### config.mk
export PLATFORM = sky130hd
export DESIGN_NAME = tllc_ctrl
export DESIGN_NICKNAME = d
export VERILOG_FILES = /design/src/design/tllc_pkg.sv /design/src/design/tllc_ctrl.sv
export SDC_FILE = /design/constraint.sdc
export NUM_CORES = 1
export LEC_CHECK = 0
export BUFFER_PORTS_ARGS = -buffer_cell sky130_fd_sc_hd__buf_4
export CORE_MARGIN = 2
export CORE_UTILIZATION = 29
export DETAILED_ROUTE_END_ITERATION = 6
export GPL_TIMING_DRIVEN = 0
export PLACE_DENSITY = 0.5
export SLEW_MARGIN = 20
export SYNTH_ARGS = -nofsm -noshare
export SYNTH_HDL_FRONTEND = slang
export SYNTH_SLANG_ARGS = --single-unit
export TNS_END_PERCENT = 1
### constraint.sdc
create_clock -name clk -period 2.6 [get_ports clk]
set_input_delay 0.65 -clock clk [delete_from_list [all_inputs] [get_ports clk]]
set_output_delay 0.65 -clock clk [all_outputs]
set_load 0.01 [all_outputs]
### src/design/tllc_pkg.sv
package tllc_pkg;

  localparam int UE         = 8;
  localparam int LE         = 32;
  localparam int NUM_LEVELS = 2;
  localparam int KEY_BITS   = 16;
  localparam int VALUE_BITS = 32;

  localparam int UIW    = (UE > 1) ? $clog2(UE) : 1;
  localparam int LIW    = (LE > 1) ? $clog2(LE) : 1;
  localparam int UCW    = $clog2(UE + 1);
  localparam int LCW    = $clog2(LE + 1);
  localparam int COST_W = 10;
  localparam int CMP_W  = 10;

  localparam int UCAP_W   = 4;
  localparam int LCAP_W   = 6;
  localparam int COSTR_W  = 8;
  localparam int CFG_IW   = 3;
  localparam int CFG_DW   = 8;

  typedef enum logic [CFG_IW-1:0] {
    CFG_UCAP = 3'd0,
    CFG_LCAP = 3'd1,
    CFG_URC  = 3'd2,
    CFG_UWC  = 3'd3,
    CFG_LRC  = 3'd4,
    CFG_LWC  = 3'd5
  } cfg_idx_t;

  typedef enum logic [2:0] {
    ADD_NONE = 3'd0,
    ADD_URC  = 3'd1,
    ADD_UWC  = 3'd2,
    ADD_LRC  = 3'd3,
    ADD_LWC  = 3'd4
  } add_sel_t;

  localparam logic OP_READ  = 1'b0;
  localparam logic OP_WRITE = 1'b1;

  typedef struct packed {
    logic     load;
    logic     u_search;
    logic     u_promote;
    logic     u_insert;
    logic     u_fill;
    logic     u_update;
    logic     l_search;
    logic     l_promote;
    logic     l_insert;
    logic     l_update;
    add_sel_t add_sel;
    logic     out_load;
  } cmd_t;

  typedef struct packed {
    logic op;
    logic u_hit;
    logic u_eq;
    logic l_hit;
    logic l_eq;
    logic got_nz;
  } status_t;

endpackage

### src/design/tllc_ctrl.sv
module tllc_ctrl
  import tllc_pkg::*;
(
  input  logic    clk,
  input  logic    rst_n,
  input  logic    in_valid,
  output logic    in_ready,
  output logic    out_valid,
  input  logic    out_ready,
  input  status_t status,
  output cmd_t    cmd
);

  typedef enum logic [6:0] {
    S_IDLE   = 7'b0000001,
    S_U_LOOK = 7'b0000010,
    S_U_ACT  = 7'b0000100,
    S_L_LOOK = 7'b0001000,
    S_L_ACT  = 7'b0010000,
    S_FILL   = 7'b0100000,
    S_DONE   = 7'b1000000
  } state_t;

  localparam logic HAS_LOWER = NUM_LEVELS > 1;

  state_t state_r, state_nxt;
  logic   out_valid_r, out_valid_nxt;

  always_comb begin
    state_nxt = state_r;
    cmd       = '0;
    case (state_r)
      S_IDLE: begin
        if (in_valid) begin
          cmd.load  = 1'b1;
          state_nxt = S_U_LOOK;
        end
      end
      S_U_LOOK: begin
        cmd.u_search = 1'b1;
        cmd.add_sel  = ADD_URC;
        state_nxt    = S_U_ACT;
      end
      S_U_ACT: begin
        if (status.op == OP_READ) begin
          if (status.u_hit) begin
            cmd.u_promote = 1'b1;
            state_nxt     = S_DONE;
          end else begin
            state_nxt = HAS_LOWER ? S_L_LOOK : S_DONE;
          end
        end else if (status.u_hit && status.u_eq) begin
          state_nxt = S_DONE;
        end else begin
          cmd.u_update = status.u_hit;
          cmd.u_insert = !status.u_hit;
          cmd.add_sel  = ADD_UWC;
          state_nxt    = HAS_LOWER ? S_L_LOOK : S_DONE;
        end
      end
      S_L_LOOK: begin
        cmd.l_search = 1'b1;
        cmd.add_sel  = ADD_LRC;
        state_nxt    = S_L_ACT;
      end
      S_L_ACT: begin
        if (status.op == OP_READ) begin
          cmd.l_promote = status.l_hit;
          state_nxt     = status.l_hit ? S_FILL : S_DONE;
        end else if (status.l_hit && status.l_eq) begin
          state_nxt = S_DONE;
        end else begin
          cmd.l_update = status.l_hit;
          cmd.l_insert = !status.l_hit;
          cmd.add_sel  = ADD_LWC;
          state_nxt    = S_DONE;
        end
      end
      S_FILL: begin
        if (status.got_nz) begin
          cmd.u_insert = 1'b1;
          cmd.u_fill   = 1'b1;
          cmd.add_sel  = ADD_UWC;
        end
        state_nxt = S_DONE;
      end
      S_DONE: begin
        if (!out_valid_r || out_ready) begin
          cmd.out_load = 1'b1;
          state_nxt    = S_IDLE;
        end
      end
      default: state_nxt = S_IDLE;
    endcase
    out_valid_nxt = cmd.out_load || (out_valid_r && !out_ready);
  end

  always_ff @(posedge clk) begin
    if (!rst_n) begin
      state_r     <= S_IDLE;
      out_valid_r <= 1'b0;
    end else begin
      state_r     <= state_nxt;
      out_valid_r <= out_valid_nxt;
    end
  end

  assign in_ready  = state_r == S_IDLE;
  assign out_valid = out_valid_r;

endmodule
# ---- Word level (Yosys, flattened, before mapping)
# Cells that the tools add are included.
dict set report totals {
  reg_bits 8
  in_bits 10
  out_inout_bits 16
  elab_cells 54
}
dict set report classes {
  n_eq_ne 9
  n_mux 33
  reduce_logical 10
}
# cell count
set ops {}
lappend ops {{$mux W7} 7}
lappend ops {{$pmux W7 S7} 1}
lappend ops {{$mux W1} 16}
lappend ops {{$pmux W3 S5} 1}
lappend ops {{$mux W5} 2}
lappend ops {{$mux W2} 4}
lappend ops {{$eq A7 B1 Y1 const B} 1}
lappend ops {{$eq A7 B2 Y1 const B} 1}
lappend ops {{$eq A7 B3 Y1 const B} 1}
lappend ops {{$eq A7 B4 Y1 const B} 1}
lappend ops {{$eq A7 B5 Y1 const B} 1}
lappend ops {{$eq A7 B6 Y1 const B} 1}
lappend ops {{$eq A7 B7 Y1 const B} 1}
lappend ops {{$logic_not A1 Y1} 4}
lappend ops {{$ne A2 B2 Y1 const B} 2}
lappend ops {{$logic_and A1 B1 Y1} 3}
lappend ops {{$mux W3} 1}
lappend ops {{$logic_or A1 B1 Y1} 2}
lappend ops {{$pmux W1 S2} 1}
lappend ops {{$reduce_and A2 Y1} 1}

# ---- Logic depth before layout (Yosys ltp)
# Gate-level depths: netlist of run 1.
dict set report logic_depth {
  depth_word 5
  mapped_depth 5
  mapped_depth_nobuf 4
}

# ---- Worst setup path after synthesis of run 1
# OpenSTA, ideal clock, no wires.
dict set report synth_timing {
  path_kind {flip-flop to output port}
  startpoint {reg state_r[5]}
  endpoint {out cmd[4] (netlist name)}
  arrival_ns 1.224
  setup_slack_ns 0.726
  stages_incl_launch_ff 5
  path_cell_list {dfxtp_1 -> buf_6 -> nor4_4 -> nand4b_1 -> nor3b_1}
}
# element line
set synth_rtl {}
lappend synth_rtl {{start, declared} tllc_ctrl.sv:26} ;# state_t state_r, state_nxt;
lappend synth_rtl {{start signal, assigned} tllc_ctrl.sv:103} ;# state_r <= state_nxt;
lappend synth_rtl {{end, declared} tllc_ctrl.sv:11} ;# output cmd_t cmd

==> results of run 1 <==
[layer usage]
layer	wire, um	track usage, %
met1	756	19.4
met2	737	18.9
met3	28	3.70
met4	13	4.29
met5	0	0
[synth_stat cells, drive strengths merged]
cell type / count / area share [%]
nand4: 1 / 1.1
nand2b: 5 / 5.4
a221o: 1 / 1.7
o2111a: 2 / 3.9
mux2i: 1 / 1.7
inv: 1 / 0.65
a311o: 1 / 1.7
xor2: 1 / 1.5
and3: 3 / 3.2
nor4: 3 / 8.0
nand3b: 1 / 1.3
dfxtp: 8 / 28
nand2: 6 / 3.9
and4: 1 / 1.5
buf: 3 / 3.4
nand3: 3 / 3.4
a21oi: 2 / 1.7
o211a: 1 / 1.7
o21ai: 2 / 1.7
and2b: 1 / 1.3
nand4b: 2 / 3.0
a22oi: 1 / 1.3
and2: 2 / 2.2
o311ai: 1 / 1.5
or2: 1 / 1.1
nor2b: 1 / 1.1
nor2: 11 / 7.1
a21boi: 1 / 1.3
o22ai: 1 / 1.1
nor3b: 2 / 2.6
o21bai: 1 / 1.3
[power by group]
group	leakage [nW]	total [mW]	internal (mW)	switching, mW
clock	0.0138	0.100	0.0531	0.0469
combinational	0.286	0.0592	0.0303	0.0289
sequential	0.0649	0.133	0.126	0.00739
total	0.365	0.293	0.209	0.0832
[cells by family (layout without fill, tap and decap cells)]
group	count (synthesis)	in the layout	share of synthesized area, %
multiplexers	1	1	1.72
XOR/XNOR	1	1	1.51
buffers and inverters	4	31	4.09
flip-flops	8	8	27.6
AND/OR/NAND/NOR	43	43	46.1
AO/OA/AOI/OAI	14	14	19.0
[per-stage QoR]
step	setup WS, ns	hold slack, ns
floorplan	0.726	0.530
global placement	0.543	0.559
detailed placement	0.543	0.578
CTS	0.273	0.588
global route	0.174	0.629
finish	0.303	0.590
[cell usage in the layout, fill, tap and decap left out, drive strengths merged, types with 2 or more instances in the layout]
cell type and instances:
a21oi 2, and2 2, and3 3, buf 27, clkbuf 3, dfxtp 8, nand2 6, nand2b 5
nand3 3, nand4b 2, nor2 11, nor3b 2, nor4 3, o2111a 2, o21ai 2
[registers in the layout, summed over array words and instances (netlist names)]
| register | count |
|---|---|
| state_r | 7 |
| out_valid | 1 |
[critical path, stage by stage, from the launching register on]
cell	delay, ns
dfxtp_1	0.31
buf_6	0.13
nor4_4	0.35
and3_1	0.26
nand2_1	0.10
nor2_1	0.11
buf_4	0.12
[how the worst max path moves through the flow]
stage / startpoint / endpoint / slack, ns / cells after the start
floorplan: state_r[5] / cmd[4] / 0.73 / 4
global placement: status[0] / cmd[2] / 0.54 / 4
global route: state_r[5] / cmd[8] / 0.17 / 6
detailed placement: status[0] / cmd[2] / 0.54 / 4
finish: state_r[5] / cmd[8] / 0.30 / 6
CTS: state_r[5] / cmd[8] / 0.27 / 6
[layout make-up]
cell class / instances / area (um^2)
Inverter: 1 / 3.75
Sequential cell: 8 / 160
Clock buffer: 3 / 22.5
Fill cell: 221 / 1100
Timing Repair Buffer: 24 / 180
Tap cell: 27 / 33.8
Buffer: 3 / 20.0
Multi-Input combinational cell: 59 / 397
==> flow_metrics.tcl, run 1 <==
set metrics [dict create \
    outcome "finished clean" \
    drtIter0Drc 9 \
    regToRegStartpoint "state_r[5]" \
    postCtsSetupBuffers 0 \
    synth.avg_cell_area_um2 8.18 \
    crit_fanout 9 \
    syn_inst 71 \
    post_drt_wl_per_cell_um 12.3 \
    die_area_mm2 0.00238 \
    area_delta_synth_final_pct 40.7 \
    critPathKind "register to output pin" \
    critical_path_required_ns 1.95 \
    finalCritPeriodShare_pct 88.3 \
    slew_viol_final 0 \
    antenna_found_initial 0 \
    die_w_um 48.7 \
    cts_hold_buffers 0 \
    min_period_ns 2.30 \
    hold_path_end "out_valid" \
    grt-ovfl-total 0 \
    drive_gt1_share_pct 33.7 \
    grt_use_total_pct 13.4 \
    hold_viol 0 \
    wl_um 1540 \
    initial_utilization_pct 30.2 \
    clk_pin_slew_ns 0.06 \
    grt_pass1_vias 511 \
    clk_latency_ns 0.26 \
    cts_tree "yes" \
    rows 16 \
    fmax_ghz 0.435 \
    start_kind "register" \
    numCtsBuffers 3 \
    power_leakage_nw 0.365 \
    numPortBuffers 24 \
    cts_buffer_depth 2 \
    vias 625 \
    maxCapViolCount 0 \
    ios 26 \
    hp-class "register to register" \
    relSlewSlack_pct 70.0 \
    yosys_warnings 0 \
    crit_path_end_kind "output pin" \
    fin_skew_ns 0.0106 \
    dp_hpwl_um 1180 \
    post-route-drc-count 0 \
    r2r_slack_ns 1.15 \
    synthesis.area_um2 581 \
    placed_area_um2 795 \
    final_cell_area_um2 817 \
    htree_levels 1 \
    viasPerCell 5.00 \
    whs_path_depth 2 \
    grt_max_degree 11 \
    fin_cells 125 \
    rsz0062_at_grt "no" \
    postCtsResizedCells 0 \
    layout.nets 110 \
    seq_area_frac_synth_pct 27.6 \
    hp-start "out_valid" \
    max-vdd-ir-drop_mv 0.257 \
    crit_arrival_ns 1.65 \
    r2r_end "state_r[4]" \
    antenna_cells 0 \
    dr.pass1.iters 4 \
    cellPowerDensity_mw_per_mm2 358 \
    clockRootBuffer "clkbuf_4" \
    die_h_um 48.7 \
    yosysUniqueCellTypes 36 \
    cts_sinks 8 \
    synth_fp_nets 81 \
    gp_congestion 0.806 \
    utilization_pct 42.5 \
    tightest_slew_ns 0.450 \
    grt_pass1_wl_um 2460 \
    reg2reg_depth 5 \
    finalSetupTns_ns 0 \
    dpl.cell_count 122 \
    power_mw 0.293 \
    core_area_mm2 0.00192 \
    detail-route-antenna-nets 0 \
    finalSetupViolCount 0 \
    synth-seq-cells 8 \
]
(Power assumes the default switching activity.)
==> inputs of run 2 (changes only) <==
--- a/config.mk
+++ b/config.mk
@@ -11,6 +11,7 @@
 export DETAILED_ROUTE_END_ITERATION = 6
 export GPL_TIMING_DRIVEN = 0
 export PLACE_DENSITY = 0.5
+export RECOVER_POWER = 25
 export SLEW_MARGIN = 20
 export SYNTH_ARGS = -nofsm -noshare
 export SYNTH_HDL_FRONTEND = slang
==> run 2 against run 1 <==
  * Largest power group unchanged
  * Via count is 0.80% higher
  * Register-to-register slack is essentially flat
  * Critical endpoint unchanged
  * Global-route usage stayed put
  * Final cell count is the same
  * Count of clock-buffer cells in the layout is the same
  * Non-clock buffer count unchanged
==> flow_metrics.tcl, run 2 (synthesis gave the netlist of run 1 again) <==
set metrics [dict create \
    outcome "finished clean" \
    hp-class "register to register" \
    dpl.cell_count 122 \
    postCtsSetupBuffers 0 \
    drive_gt1_share_pct 31.6 \
    crit_family "simple AND/OR/NAND/NOR gates" \
    dr.pass1.iters 4 \
    path_cells "buf_6, nor4_4, and3_1, nand2_1, nor2_1, buf_4" \
    finalSetupTns_ns 0 \
    crit_path_end_kind "output pin" \
    area_delta_synth_final_pct 39.0 \
    finalCritPeriodShare_pct 88.7 \
    comb_power_share_pct 20.0 \
    tightest_slew_ns 0.451 \
    power_frac_seq_pct 45.2 \
    cts_sinks 8 \
    die_area_mm2 0.00238 \
    min_period_ns 2.31 \
    post-route-drc-count 0 \
    grt_use_total_pct 13.4 \
    layout_commonest_cell "buf_4" \
    power_mw 0.295 \
    grt-ovfl-total 0 \
    die_h_um 48.7 \
    critPathKind "register to output pin" \
    cts_tree "yes" \
    path_buf_inv 2 \
    r2r_end "state_r[4]" \
    regToRegStartpoint "state_r[5]" \
    numPortBuffers 24 \
    wl_um 1550 \
    clock_power_share_pct 34.8 \
    n_fill_cell 223 \
    grt_pass1_wl_um 2460 \
    regMostFlops "state_r" \
    slowest_stage "nor4_4" \
    rsz0062_at_grt "no" \
    drtIter0Drc 13 \
    switchingPower_mw 0.0858 \
    max-vdd-ir-drop_mv 0.259 \
    grt_max_degree 11 \
    multiInputGateArea_um2 390 \
    cts_buffer_depth 2 \
    die_w_um 48.7 \
    antenna_cells 0 \
    seq_area_um2 160 \
    fin_cells 125 \
    viasPerCell 5.04 \
    largest_reg_flops 7 \
    cellPowerDensity_mw_per_mm2 366 \
    swShare_pct 29.1 \
    antenna_found_initial 0 \
    hold_viol 0 \
    detail-route-antenna-nets 0 \
    critical_path_required_ns 1.95 \
    hp-start "state_r[6]" \
    clockRootBuffer "clkbuf_4" \
    cts_hold_buffers 0 \
    fmax_ghz 0.434 \
    cpPeakStageDelay_ns 0.35 \
    placed_area_um2 795 \
    initial_utilization_pct 30.2 \
    r2r_slack_ns 1.15 \
    slew_viol_final 0 \
    final_cell_area_um2 807 \
    hold_path_end "out_valid" \
    postCtsResizedCells 0 \
    relSlewSlack_pct 69.9 \
    crit_fanout 9 \
    layout.nets 110 \
    rows 16 \
    reg2reg_depth 5 \
    whs_path_depth 2 \
    core_area_mm2 0.00192 \
    layout_common_cells "buf_4, nor2_1, dfxtp_1" \
    dp_hpwl_um 1180 \
    gp_congestion 0.806 \
    finalSetupViolCount 0 \
    crit_arrival_ns 1.66 \
    post_drt_wl_per_cell_um 12.4 \
    maxCapViolCount 0 \
    intPower_mw 0.209 \
    clk_latency_ns 0.27 \
    utilization_pct 42.0 \
    vias 630 \
    numCtsBuffers 3 \
    whs_ns 0.583 \
    fin_skew_ns 0.0136 \
    start_kind "register" \
    grt_pass1_vias 511 \
    htree_levels 1 \
    clk_pin_slew_ns 0.07 \
    ios 26 \
    place_ws_ns 0.543 \
    setup_ws_ns 0.295 \
    power_leakage_nw 0.359 \
]
run 2: cell type report:
type | count | area share [%]
sequential | 8 | 19.8
timing repair buffer | 24 | 21.9
inverter | 1 | 0.465
tap | 27 | 4.19
multi-input combinational | 59 | 48.4
buffer | 3 | 2.48
clock buffer | 3 | 2.79
run 2: power by group through the flow:
stage	clock [mW]	sequential, mW	combinational [mW]
global placement	0	0.136	0.0596
CTS	0.104	0.133	0.0593
floorplan	0	0.134	0.0328
global route	0.112	0.134	0.0671
finish	0.103	0.133	0.0590
detailed placement	0	0.136	0.0590
run 2: worst max path at each step:
stage,start,to,depth (start not counted)
final,state_r[5],cmd[8],6
after global routing,state_r[5],cmd[8],6
after CTS,state_r[5],cmd[8],6
after detailed placement,status[0],cmd[2],4
after global placement,status[0],cmd[2],4
after floorplan,state_r[5],cmd[4],4
run 2: worst min-delay path, delay by kind of cell (launching register included):
kind	cells	cell delay (ns)
simple gates	1	0.11
flops	1	0.36
compound gates	1	0.08
run 2: metal layers:
layer | vias to the layer above | part of all wire, % | GRT usage, %
met1 | 304 | 48 | 19.4
met4 | 0 | 0.84 | 4.29
met5 | - | 0 | 0
met2 | 7 | 49 | 18.9
met3 | 2 | 2.1 | 3.70
li1 | 317 | - | -
